File: src/hw/rtl/elevation_grid_mesher_defines.svh
// ----------------------------------------------------------------------------
// Elevation grid mesher assertion macros
// Concurrent check wrappers shared by the mesher RTL.
// ----------------------------------------------------------------------------
`ifndef ELEVATION_GRID_MESHER_DEFINES_SVH
`define ELEVATION_GRID_MESHER_DEFINES_SVH

`ifndef ASSERT_OFF
// Same-cycle implication, checked outside reset.
`define EGM_ASSERT_IMP(label, clk, rst_n, ante, cons) \
    label: assert property (@(posedge clk) disable iff (!(rst_n)) (ante) |-> (cons)) \
        else $error("egm check failed: same-cycle implication");
// Next-cycle implication, checked outside reset.
`define EGM_ASSERT_NXT(label, clk, rst_n, ante, cons) \
    label: assert property (@(posedge clk) disable iff (!(rst_n)) (ante) |=> (cons)) \
        else $error("egm check failed: next-cycle implication");
`else
`define EGM_ASSERT_IMP(label, clk, rst_n, ante, cons)
`define EGM_ASSERT_NXT(label, clk, rst_n, ante, cons)
`endif

`endif

File: src/hw/rtl/egm_pkg.sv
// ----------------------------------------------------------------------------
// Elevation grid mesher package
// Field widths, register indexes, reset values and result codes.
// ----------------------------------------------------------------------------
package egm_pkg;

    localparam int DEF_MAX_DIM = 1024;

    localparam int CFG_DIM_W   = 11;
    localparam int SPACING_W   = 16;
    localparam int CFG_DATA_W  = 16;
    localparam int CFG_INDEX_W = 3;
    localparam int HEIGHT_W    = 16;
    localparam int POS_W       = 26;
    localparam int VCOUNT_W    = 21;
    localparam int CORNER_W    = 20;
    localparam int KIND_W      = 2;

    // Configuration register indexes
    localparam logic [CFG_INDEX_W-1:0] REG_X_COLUMNS  = 3'd0;
    localparam logic [CFG_INDEX_W-1:0] REG_Z_ROWS     = 3'd1;
    localparam logic [CFG_INDEX_W-1:0] REG_X_SPACING  = 3'd2;
    localparam logic [CFG_INDEX_W-1:0] REG_Z_SPACING  = 3'd3;
    localparam logic [CFG_INDEX_W-1:0] REG_CCW        = 3'd4;

    // Register reset values
    localparam logic [CFG_DIM_W-1:0] RST_X_COLUMNS = 11'd16;
    localparam logic [CFG_DIM_W-1:0] RST_Z_ROWS    = 11'd16;
    localparam logic [SPACING_W-1:0] RST_X_SPACING = 16'd256;
    localparam logic [SPACING_W-1:0] RST_Z_SPACING = 16'd256;
    localparam logic                 RST_CCW       = 1'b1;

    typedef enum logic [KIND_W-1:0] {
        KIND_VERTEX   = 2'd0,
        KIND_TRIANGLE = 2'd1,
        KIND_MISMATCH = 2'd2
    } t_kind;

    // Result slots of one sample, in emission order
    localparam logic [1:0] SLOT_FIRST      = 2'd0;
    localparam logic [1:0] SLOT_TRI_FIRST  = 2'd1;
    localparam logic [1:0] SLOT_TRI_SECOND = 2'd2;

endpackage

File: src/hw/rtl/elevation_grid_mesher.sv
// ----------------------------------------------------------------------------
// Elevation grid mesher
// Turns a row-major stream of height samples into mesh vertices and triangles.
// ----------------------------------------------------------------------------
// Each accepted height sample produces one vertex result (column * x_spacing,
// height, row * z_spacing); a sample with column and row both nonzero closes a
// grid cell and is followed right away by that cell's two triangles (vertex
// indices, wound by counter_clockwise). The last_sample mark is checked
// against x_columns * z_rows: a mismatch yields a single mismatch result, and
// a missing mark drops further samples up to the next marked one. A sample
// is taken and its results are computed in a single pass into a small
// result buffer that drains through one output register, one result per
// cycle while i_out_stall is low. A sample therefore yields one result
// (plain vertex or mismatch), three results (vertex and two triangles) or
// none (dropped), and the next request is taken in the cycle the buffer hands out
// its last result. Dimension registers of 0 act as 1 and values above MAX_DIM
// act as MAX_DIM. Write configuration only while the block is idle.
// ----------------------------------------------------------------------------
`include "elevation_grid_mesher_defines.svh"

module elevation_grid_mesher #(
    parameter int MAX_DIM = egm_pkg::DEF_MAX_DIM
) (
    input  logic                                  i_clk,
    input  logic                                  i_rst_n,
    // configuration write port
    input  logic                                  i_cfg_wr_en,
    input  logic [egm_pkg::CFG_INDEX_W-1:0]       i_cfg_index,
    input  logic [egm_pkg::CFG_DATA_W-1:0]        i_cfg_wdata,
    // sample requests
    input  logic                                  i_in_valid,
    output logic                                  o_in_stall,
    input  logic signed [egm_pkg::HEIGHT_W-1:0]   i_height_sample,
    input  logic                                  i_last_sample,
    // result requests
    output logic                                  o_out_valid,
    input  logic                                  i_out_stall,
    output logic [egm_pkg::KIND_W-1:0]            o_kind,
    output logic [egm_pkg::POS_W-1:0]             o_pos_x,
    output logic signed [egm_pkg::HEIGHT_W-1:0]   o_pos_y,
    output logic [egm_pkg::POS_W-1:0]             o_pos_z,
    output logic [egm_pkg::CORNER_W-1:0]          o_corner_a,
    output logic [egm_pkg::CORNER_W-1:0]          o_corner_b,
    output logic [egm_pkg::CORNER_W-1:0]          o_corner_c,
    output logic                                  o_run_end
);
    import egm_pkg::*;

    // Counter width holds MAX_DIM-1, dimension width holds MAX_DIM itself
    localparam int CNT_W = (MAX_DIM > 2) ? $clog2(MAX_DIM) : 1;
    localparam int DIM_W = $clog2(MAX_DIM + 1);
    localparam int EW    = ((DIM_W > CFG_DIM_W) ? DIM_W : CFG_DIM_W) + 1;

    // ---------------- configuration registers ----------------
    logic [CFG_DIM_W-1:0] r_x_columns;
    logic [CFG_DIM_W-1:0] r_z_rows;
    logic [SPACING_W-1:0] r_x_spacing;
    logic [SPACING_W-1:0] r_z_spacing;
    logic                 r_ccw;

    // ---------------- grid walk state ----------------
    logic [CNT_W-1:0]    r_col,     n_col;
    logic [CNT_W-1:0]    r_row,     n_row;
    logic [VCOUNT_W-1:0] r_vcount,  n_vcount;
    logic [POS_W-1:0]    r_xpos,    n_xpos;
    logic [POS_W-1:0]    r_zpos,    n_zpos;
    logic                r_discard, n_discard;

    // ---------------- result buffer of one sample ----------------
    logic [1:0]                 r_job_cnt, n_job_cnt;   // results still to hand out
    logic [1:0]                 r_job_idx, n_job_idx;   // next slot to hand out
    logic                       r_job_err;
    logic [POS_W-1:0]           r_job_px;
    logic signed [HEIGHT_W-1:0] r_job_py;
    logic [POS_W-1:0]           r_job_pz;
    logic [CORNER_W-1:0]        r_job_a;
    logic [CORNER_W-1:0]        r_job_b1;
    logic [CORNER_W-1:0]        r_job_c1;
    logic [CORNER_W-1:0]        r_job_b2;
    logic [CORNER_W-1:0]        r_job_c2;

    // ---------------- output register ----------------
    logic                       r_out_valid;
    t_kind                      r_out_kind;
    logic [POS_W-1:0]           r_out_px;
    logic signed [HEIGHT_W-1:0] r_out_py;
    logic [POS_W-1:0]           r_out_pz;
    logic [CORNER_W-1:0]        r_out_a;
    logic [CORNER_W-1:0]        r_out_b;
    logic [CORNER_W-1:0]        r_out_c;
    logic                       r_out_end;

    // ---------------- handshake ----------------
    logic out_free;
    logic pop;
    logic in_ready;
    logic accept;

    assign out_free = !r_out_valid || !i_out_stall;
    assign pop      = (r_job_cnt != 2'd0) && out_free;
    // Take a new sample once the buffer is empty or hands out its last result now
    assign in_ready = (r_job_cnt == 2'd0) || ((r_job_cnt == 2'd1) && out_free);
    assign accept   = i_in_valid && in_ready;
    assign o_in_stall = !in_ready;

    // ---------------- per-sample computation ----------------
    logic [EW-1:0]       cols_ext, rows_ext;
    logic [EW-1:0]       nx, nz;
    logic [EW-1:0]       col_next, row_next;
    logic                row_end, final_pos, closes_cell;
    logic [CORNER_W-1:0] v, nx_c, corner_a, left, up;
    logic [1:0]          acc_cnt;
    logic                acc_err;

    always_comb begin
        // Clamp dimensions into 1..MAX_DIM
        cols_ext = EW'(r_x_columns);
        rows_ext = EW'(r_z_rows);
        if (cols_ext == '0) begin
            nx = EW'(1);
        end else if (cols_ext > EW'(MAX_DIM)) begin
            nx = EW'(MAX_DIM);
        end else begin
            nx = cols_ext;
        end
        if (rows_ext == '0) begin
            nz = EW'(1);
        end else if (rows_ext > EW'(MAX_DIM)) begin
            nz = EW'(MAX_DIM);
        end else begin
            nz = rows_ext;
        end

        col_next    = EW'(r_col) + EW'(1);
        row_next    = EW'(r_row) + EW'(1);
        row_end     = col_next >= nx;
        final_pos   = row_end && (row_next >= nz);
        closes_cell = (r_col != '0) && (r_row != '0);

        // Cell corners, indices wrap at the corner width
        v        = r_vcount[CORNER_W-1:0];
        nx_c     = CORNER_W'(nx);
        corner_a = v - nx_c - CORNER_W'(1);
        left     = v - CORNER_W'(1);
        up       = v - nx_c;

        // Walk state advance
        n_col     = r_col;
        n_row     = r_row;
        n_vcount  = r_vcount;
        n_xpos    = r_xpos;
        n_zpos    = r_zpos;
        n_discard = r_discard;
        acc_cnt   = 2'd0;
        acc_err   = 1'b0;

        if (r_discard) begin
            // Drop the sample; a marked one ends the drop run
            if (i_last_sample) begin
                n_discard = 1'b0;
                n_col     = '0;
                n_row     = '0;
                n_vcount  = '0;
                n_xpos    = '0;
                n_zpos    = '0;
            end
        end else if (i_last_sample != final_pos) begin
            // Count mismatch: one mismatch result, restart the grid
            acc_cnt  = 2'd1;
            acc_err  = 1'b1;
            n_col    = '0;
            n_row    = '0;
            n_vcount = '0;
            n_xpos   = '0;
            n_zpos   = '0;
            if (!i_last_sample) begin
                n_discard = 1'b1;
            end
        end else begin
            acc_cnt = closes_cell ? 2'd3 : 2'd1;
            if (final_pos) begin
                n_col    = '0;
                n_row    = '0;
                n_vcount = '0;
                n_xpos   = '0;
                n_zpos   = '0;
            end else if (row_end) begin
                n_col    = '0;
                n_row    = r_row + CNT_W'(1);
                n_xpos   = '0;
                n_zpos   = r_zpos + POS_W'(r_z_spacing);
                n_vcount = r_vcount + VCOUNT_W'(1);
            end else begin
                n_col    = r_col + CNT_W'(1);
                n_xpos   = r_xpos + POS_W'(r_x_spacing);
                n_vcount = r_vcount + VCOUNT_W'(1);
            end
        end

        // Buffer bookkeeping
        if (accept) begin
            n_job_cnt = acc_cnt;
            n_job_idx = SLOT_FIRST;
        end else if (pop) begin
            n_job_cnt = r_job_cnt - 2'd1;
            n_job_idx = r_job_idx + 2'd1;
        end else begin
            n_job_cnt = r_job_cnt;
            n_job_idx = r_job_idx;
        end
    end

    // ---------------- registers ----------------
    always_ff @(posedge i_clk) begin
        if (!i_rst_n) begin
            r_x_columns <= RST_X_COLUMNS;
            r_z_rows    <= RST_Z_ROWS;
            r_x_spacing <= RST_X_SPACING;
            r_z_spacing <= RST_Z_SPACING;
            r_ccw       <= RST_CCW;
            r_col       <= '0;
            r_row       <= '0;
            r_vcount    <= '0;
            r_xpos      <= '0;
            r_zpos      <= '0;
            r_discard   <= 1'b0;
            r_job_cnt   <= '0;
            r_job_idx   <= SLOT_FIRST;
            r_out_valid <= 1'b0;
        end else begin
            if (i_cfg_wr_en) begin
                unique case (i_cfg_index)
                    REG_X_COLUMNS: begin
                        r_x_columns <= i_cfg_wdata[CFG_DIM_W-1:0];
                    end
                    REG_Z_ROWS: begin
                        r_z_rows <= i_cfg_wdata[CFG_DIM_W-1:0];
                    end
                    REG_X_SPACING: begin
                        r_x_spacing <= i_cfg_wdata[SPACING_W-1:0];
                    end
                    REG_Z_SPACING: begin
                        r_z_spacing <= i_cfg_wdata[SPACING_W-1:0];
                    end
                    REG_CCW: begin
                        r_ccw <= i_cfg_wdata[0];
                    end
                    default: begin
                    end
                endcase
            end

            if (accept) begin
                r_col     <= n_col;
                r_row     <= n_row;
                r_vcount  <= n_vcount;
                r_xpos    <= n_xpos;
                r_zpos    <= n_zpos;
                r_discard <= n_discard;
            end

            r_job_cnt <= n_job_cnt;
            r_job_idx <= n_job_idx;

            if (out_free) begin
                r_out_valid <= pop;
            end
        end

        // Payload: no reset needed
        if (accept) begin
            r_job_err <= acc_err;
            r_job_px  <= r_xpos;
            r_job_py  <= i_height_sample;
            r_job_pz  <= r_zpos;
            r_job_a   <= corner_a;
            r_job_b1  <= r_ccw ? left : v;
            r_job_c1  <= r_ccw ? v    : left;
            r_job_b2  <= r_ccw ? v    : up;
            r_job_c2  <= r_ccw ? up   : v;
        end

        if (pop) begin
            r_out_end <= (r_job_cnt == 2'd1);
            unique case (r_job_idx)
                SLOT_FIRST: begin
                    r_out_kind <= r_job_err ? KIND_MISMATCH : KIND_VERTEX;
                    r_out_px   <= r_job_err ? '0 : r_job_px;
                    r_out_py   <= r_job_err ? '0 : r_job_py;
                    r_out_pz   <= r_job_err ? '0 : r_job_pz;
                    r_out_a    <= '0;
                    r_out_b    <= '0;
                    r_out_c    <= '0;
                end
                SLOT_TRI_FIRST: begin
                    r_out_kind <= KIND_TRIANGLE;
                    r_out_px   <= '0;
                    r_out_py   <= '0;
                    r_out_pz   <= '0;
                    r_out_a    <= r_job_a;
                    r_out_b    <= r_job_b1;
                    r_out_c    <= r_job_c1;
                end
                SLOT_TRI_SECOND: begin
                    r_out_kind <= KIND_TRIANGLE;
                    r_out_px   <= '0;
                    r_out_py   <= '0;
                    r_out_pz   <= '0;
                    r_out_a    <= r_job_a;
                    r_out_b    <= r_job_b2;
                    r_out_c    <= r_job_c2;
                end
                default: begin
                    r_out_kind <= KIND_MISMATCH;
                    r_out_px   <= '0;
                    r_out_py   <= '0;
                    r_out_pz   <= '0;
                    r_out_a    <= '0;
                    r_out_b    <= '0;
                    r_out_c    <= '0;
                end
            endcase
        end
    end

    assign o_out_valid = r_out_valid;
    assign o_kind      = r_out_kind;
    assign o_pos_x     = r_out_px;
    assign o_pos_y     = r_out_py;
    assign o_pos_z     = r_out_pz;
    assign o_corner_a  = r_out_a;
    assign o_corner_b  = r_out_b;
    assign o_corner_c  = r_out_c;
    assign o_run_end   = r_out_end;

    // ---------------- checks ----------------
    // Hold off new samples while two or more results of the current one remain
    `EGM_ASSERT_IMP(a_stall_when_busy, i_clk, i_rst_n, r_job_cnt > 2'd1, o_in_stall)
    // A mismatch result always ends its sample's run
    `EGM_ASSERT_IMP(a_mismatch_ends, i_clk, i_rst_n, r_out_valid && (r_out_kind == KIND_MISMATCH), r_out_end)
    // Dropped samples leave nothing to hand out
    `EGM_ASSERT_NXT(a_drop_silent, i_clk, i_rst_n, accept && r_discard, r_job_cnt == 2'd0)
    // Results of one sample leave without gaps
    `EGM_ASSERT_NXT(a_run_gapless, i_clk, i_rst_n, r_out_valid && !i_out_stall && !r_out_end, r_out_valid)

endmodule
File: config.mk
export PLATFORM = sky130hd
export DESIGN_NAME = elevation_grid_mesher
export DESIGN_NICKNAME = d
export VERILOG_FILES = /design/src/hw/rtl/egm_pkg.sv /design/src/hw/rtl/elevation_grid_mesher.sv
export VERILOG_INCLUDE_DIRS = /design/src /design/src/hw/rtl
export SDC_FILE = /design/constraint.sdc
export NUM_CORES = 1
export LEC_CHECK = 0
export BUFFER_PORTS_ARGS = -buffer_cell sky130_fd_sc_hd__buf_2
export CAP_MARGIN = 20
export CORE_ASPECT_RATIO = 0.8
export CORE_UTILIZATION = 45
export DETAILED_ROUTE_END_ITERATION = 7
export PLACE_DENSITY = 0.67
export SYNTH_ARGS = -nofsm -noshare
export SYNTH_HDL_FRONTEND = slang
export SYNTH_SLANG_ARGS = --single-unit
File: constraint.sdc
create_clock -name i_clk -period 11.26 [get_ports i_clk]
set_input_delay 0.563 -clock i_clk [delete_from_list [all_inputs] [get_ports i_clk]]
set_output_delay 0.563 -clock i_clk [all_outputs]
set_load 0.005 [all_outputs]
# Yosys cells after proc, flatten, opt, wreduce, memory -nomap -nowiden

Cells that the tools add are included.

Input bits: 41
Output and inout bits: 133
Latch bits: 0
Memories: 0
Word-level logic and storage cells: 131
RAM bits: 0
Flip-flop bits (word level): 454
Bits in read-only memories: 0

Multiplexer cells: 43
Eq/ne operators: 9
Add/subtract/negate cells: 12
Shift operators: 0
Reductions and logical operators: 30
Bitwise operators: 2
Magnitude comparators: 4
Divide/modulo/power cells: 0
$mul: 0

Operator list:

| operator                                              | count |
|---|---|
| 2-to-1 mux 26 bit                                     | 9 |
| 2-to-1 mux 10 bit                                     | 9 |
| 2-to-1 mux 21 bit                                     | 4 |
| 2-to-1 mux 20 bit                                     | 4 |
| one-hot mux 20 bit (2 select lines)                   | 2 |
| adder 26 x 16 -> 26 bit                               | 2 |
| 2-to-1 mux 11 bit                                     | 4 |
| subtractor 20 x 1 -> 20 bit, second input constant    | 2 |
| >= comparator 11 x 12 -> 1 bit                        | 2 |
| adder 10 x 1 -> 11 bit, second input constant         | 2 |
| greater-than comparator 11 bit, second input constant | 2 |
| logical NOT 11 bit                                    | 2 |
| adder 21 x 1 -> 21 bit, second input constant         | 1 |
| adder 10 x 1 -> 10 bit, second input constant         | 2 |
| nonzero test 10 bit                                   | 2 |
| subtractor 20 x 12 -> 20 bit                          | 1 |
| 2-to-1 mux 2 bit                                      | 6 |
| AND reduction 2 bit                                   | 6 |
| == test 3 x 2 -> 1 bit, second input constant         | 2 |
| OR reduction 2 bit                                    | 3 |
| logical AND 1 bit                                     | 5 |
| == test 2 x 1 -> 1 bit, second input constant         | 2 |
| logical NOT 2 bit                                     | 2 |
| 2-to-1 mux 1 bit                                      | 4 |
| 15 further kinds                                      | 20 |

# Depth between registers and ports, before layout

Depth in word-level cells: 9
Gate-level depth with buffers: 21
Depth with buffers taken out: 18

# Worst setup path before layout

OpenSTA, ideal clock, no wires.

Path type: reg-to-reg
Start: reg r_job_cnt[0]
End: reg r_job_cnt[0]
Clock period less this slack: 8.008 ns
Slack: 3.252 ns
Path buffers: 0
Library setup time: 0.104 ns
Cell stages (with the launch flop): 7
Arrival time: 7.904 ns
Required time: 11.156 ns
Cells stage by stage: dfxtp_1 -> inv_1 -> ha_1 -> a21oi_1 -> xnor2_1 -> nor2_1 -> a211oi_1

Elaborated cells on any way between the ends: 11
Those cells by class: add/sub: 1; eq/ne: 1; mux: 2; reduce/logical: 7

RTL lines:

| item                                | line                         | text |
|---|---|---|
| from (decl)                         | elevation_grid_mesher.sv:70  | `logic [1:0] r_job_cnt, n_job_cnt;` |
| from (signal assigned)              | elevation_grid_mesher.sv:262 | `r_job_cnt <= n_job_cnt;` |
| nonzero test 2 bit                  | elevation_grid_mesher.sv:100 | `assign pop = (r_job_cnt != 2'd0) && out_free;` |
| logical AND 1 bit                   | elevation_grid_mesher.sv:100 |  |
| via pop                             | elevation_grid_mesher.sv:95  | `logic pop;` |
| nonzero test 2 bit (no source line) | --                           |  |

The timed path passes the listed nets, and every way through them passes these cells. The select of a mux whose other input is x is not followed.
A chain may end at the register's enable or synchronous reset.

# Final worst setup path

Start: reg r_col[0]
End: reg r_vcount[10]

Cells in the longest elaborated chain, start to end: 6
Elaborated cells on any way between the ends: 7
Those cells by class: add/sub: 1; order compare: 1; eq/ne: 1; mux: 3; reduce/logical: 1

RTL lines:

| item                                                      | line                                                       | text |
|---|---|---|
| from (decl)                                               | elevation_grid_mesher.sv:62                                | `logic [CNT_W-1:0] r_col, n_col;` |
| from (signal assigned)                                    | elevation_grid_mesher.sv:254                               | `r_col <= n_col;` |
| adder 10 x 1 -> 11 bit *                                  | elevation_grid_mesher.sv:134                               | `col_next = EW'(r_col) + EW'(1);` |
| >= comparator 11 x 12 -> 1 bit *                          | elevation_grid_mesher.sv:136                               | `row_end = col_next >= nx;` |
| logical AND 1 bit *                                       | elevation_grid_mesher.sv:137                               | `final_pos = row_end && (row_next >= nz);` |
| 2-to-1 mux 21 bit / != test 1 bit (equally long branches) | elevation_grid_mesher.sv:181, elevation_grid_mesher.sv:167 |  |
| 2-to-1 mux 21 bit *                                       | elevation_grid_mesher.sv:167                               | `end else if (i_last_sample != final_pos) begin` |
| 2-to-1 mux 21 bit *                                       | elevation_grid_mesher.sv:157                               | `if (r_discard) begin` |
| to (signal assigned)                                      | elevation_grid_mesher.sv:256                               | `r_vcount <= n_vcount;` |
| to (decl)                                                 | elevation_grid_mesher.sv:64                                | `logic [VCOUNT_W-1:0] r_vcount, n_vcount;` |

Mark *: on every way between the ends. The rest lies on a longest branch, timed or not.

==> impl_metrics.ini <==
[floorplanning]
num_rows = 70
die_w_um = 244.8
ioPinCount = 174
die_area_mm2 = 0.04805
die_h_um = 196.3
initial_core_util_pct = 45.99
core_region_area_mm2 = 0.04616

[power]
ir_worst_vdd_uv = 159.1
p_per_area_mw_per_mm2 = 212.2
p_leak_nw = 9.292

[clock_network]
cts_sinks = 453
post_cts_resized = 0
cts_hold_repair.buffers = 0
root_buffer = clkbuf_16
cts_buffers = 45
path_clk_slew_ns = 0.06
htreeDepth = 2
insertion_delay_ns = 0.58
tritoncts = done
clk_path_buf_depth = 3
cts_setup_buffers = 0

[cells_and_area]
synthToLayoutAreaGrowth_pct = 13.91
drive_gt1_share_pct = 14.54
fillers = 4017
nets = 2219

[sta]
rsz0062_at_grt = no
hold_violations = 0
period_share_pct = 41.03
finalSetupViolations = 0
finClkSkew_ns = 0.02826
drv_slew = 0
period_minus_slack_ns = 4.620
max_freq_mhz = 216.4
worstMarginPinSlew_ns = 1.047
final.setup.tns_ns = 0
worst_slack_ns = 6.640
slew_headroom_pct = 30.17

[grt]
grt_pass1_vias = 14330
grt_util_all_layers_pct = 20.45
overflow = 0
grt_max_degree = 94
antenna_found_initial = 2
grt_pass1_wl_um = 77650

[worst_setup_path]
cp.buffers_inverters = 1
r2r_cells = 18
crit_family = compound AO/OA/AOI/OAI gates
crit_required_ns = 11.77
r2r-end = r_vcount[10]
cp_slowest_cell = a2111oi_2
regToRegStartpoint = r_col[0]
path_class = register to register
cp.depth = 18
start_kind = register
crit_fanout = 15
endpoint = r_vcount[10]
startpoint = r_col[0]
r2r_setup_slack_ns = 6.64
cpPeakStageDelay_ns = 0.53
cp-end-kind = register
worst_ep_arrival_time_ns = 5.13
path_cells = ha_1 > and3_1 > and3_1 > and3_1 > xor2_1 > ha_1 > nand2_1 > nor2_1 > a211o_1 > a31oi_1 > a21oi_1 > nand2_1 > ha_1 > or2_2 > a2111oi_2 > buf_2 > o21ai_0 > a31oi_1

[yosys]
yosysSeqAreaShare_pct = 56.87
async_flop_share_pct = 0
ys_ff_latch = 453
syn_nets = 2082
synth_area_mm2 = 0.02123
yosys_warnings = 0
synth-main-ff-cell = edfxtp_1
yosysMostFrequentCell = edfxtp_1
syn_inst = 1959
synth_area_leaders = edfxtp_1 (42%), dfxtp_1 (14%), ha_1 (4.7%)
synth-edff-count = 300
synth.distinct_cells = 76
synth.top_cell.area_share_pct = 42.44
synthTopCellsByCount = edfxtp_1 (300), nand2_1 (239), dfxtp_1 (153)
synthesis.area_per_instance_um2 = 10.84
yosysTopAreaCell = edfxtp_1

[drt]
via_per_inst = 5.479
wirelength_um = 49210
firstDrtPassIters = 5
wl_per_cell_um = 17.93
vias = 15040
ant_nets = 0
route.detailed.drc = 0
drt-initial-drc-count = 1060

[hold_path]
hold_depth = 1
hp-class = input pin to register

[placed_design]
dp_slack_ns = 6.326
hpwl_um = 33700
port_buffers = 173
gp_congestion = 0.8833

[outcome]
outcome = finished, final reports clean

[flow_run]
maxCapViolations = 0
-- through the flow --
stage	power (mW)	std cells	hold slack (ns)	util (%)	area [um^2]
final	5.131	2745	0.1660	52.39	24180
after floorplan	3.193	1959	0.4172	-	21230
after global placement	3.615	2658	0.4401	49.03	22630
after global routing	5.395	2745	0.1376	52.39	24180
after detailed placement	3.644	2660	0.4450	49.05	22640
after CTS	5.199	2743	0.1321	52.37	24170
-- worst min-delay path by stage --
stage                  startpoint      endpoint  slack [ns]
2_1_floorplan          r_xpos[25]  r_job_px[25]        0.42
3_3_place_gp           r_xpos[25]  r_job_px[25]        0.44
3_5_place_dp           r_zpos[14]  r_job_pz[14]        0.44
4_1_cts        i_height_sample[5]   r_job_py[5]        0.13
5_1_grt        i_height_sample[5]   r_job_py[5]        0.14
6_report       i_height_sample[1]   r_job_py[1]        0.17
-- registers in the layout, indices dropped and copies added (netlist names), 11 cells and up --
| register | cells |
|---|---|
| r_x_spacing | 16 |
| r_job_b1 | 20 |
| r_z_spacing | 16 |
| o_pos_x | 26 |
| r_z_rows | 11 |
| o_pos_y | 16 |
| r_job_py | 16 |
| o_corner_b | 20 |
| r_job_c1 | 20 |
| o_corner_a | 20 |
| o_pos_z | 26 |
| o_corner_c | 20 |
| r_job_a | 20 |
| r_xpos | 26 |
| r_job_pz | 26 |
| r_job_b2 | 20 |
| r_zpos | 26 |
| r_x_columns | 11 |
| r_job_px | 26 |
| r_job_c2 | 20 |
| r_vcount | 20 |
-- metal layers --
layer	vias to the layer above	GRT usage (%)	share of wire, %
met2	411	30.70	44
li1	7304	-	-
met3	90	3.735	6.1
met5	-	0	0.024
met4	2	5.648	2.2
met1	7232	30.14	48
-- kinds of logic after synthesis --
family	count (synthesis)	synth area share, %
and+or+nand+nor	736	17.25
DFF	453	56.87
AOI/OAI and AO/OA	376	11.35
buffers and inverters	151	2.765
xor gates and xnor gates	145	6.018
adders and majority gates	82	4.940
muxes	16	0.8017
-- cells in the final DEF, fill, tap and decap left out, types with 6 or more instances in the layout --
cell	instances
a211oi_1	13
a21o_1	23
a21oi_1	143
a22oi_1	45
a31oi_1	24
and2_1	93
and3_1	32
buf_2	176
buf_4	19
clkbuf_1	9
clkbuf_16	46
clkbuf_8	10
clkinv_2	6
dfxtp_1	152
edfxtp_1	300
ha_1	77
inv_1	41
mux2_2	8
mux2i_1	8
nand2_1	239
nand2b_1	10
nand3_1	79
nand3b_1	13
nand4_1	7
nor2_1	115
nor2b_1	47
nor3_1	32
nor4_1	16
o2111ai_1	8
o211ai_1	11
o21a_1	14
o21ai_0	43
o31ai_1	8
or2_2	10
or3_1	20
xnor2_1	74
xor2_1	70
-- cell type report --
cell class	count	area, um^2	share of cell area [%]
Antenna cell	1	2.502	0.01035
Clock buffer	66	1328	5.490
Clock inverter	17	203.9	0.8435
Inverter	46	177.7	0.7348
Multi-Input combinational cell	1355	8606	35.59
Sequential cell	453	12070	49.93
Tap cell	612	765.7	3.167
Timing Repair Buffer	195	1023	4.233
-- where the power goes --
part	switching (mW)	leakage (nW)	internal, mW
combinational	0.733	4.44	0.389
sequential	0.107	4.10	2.35
clock	0.636	0.752	0.912
No activity file was read; power rests on OpenSTA's default activity.
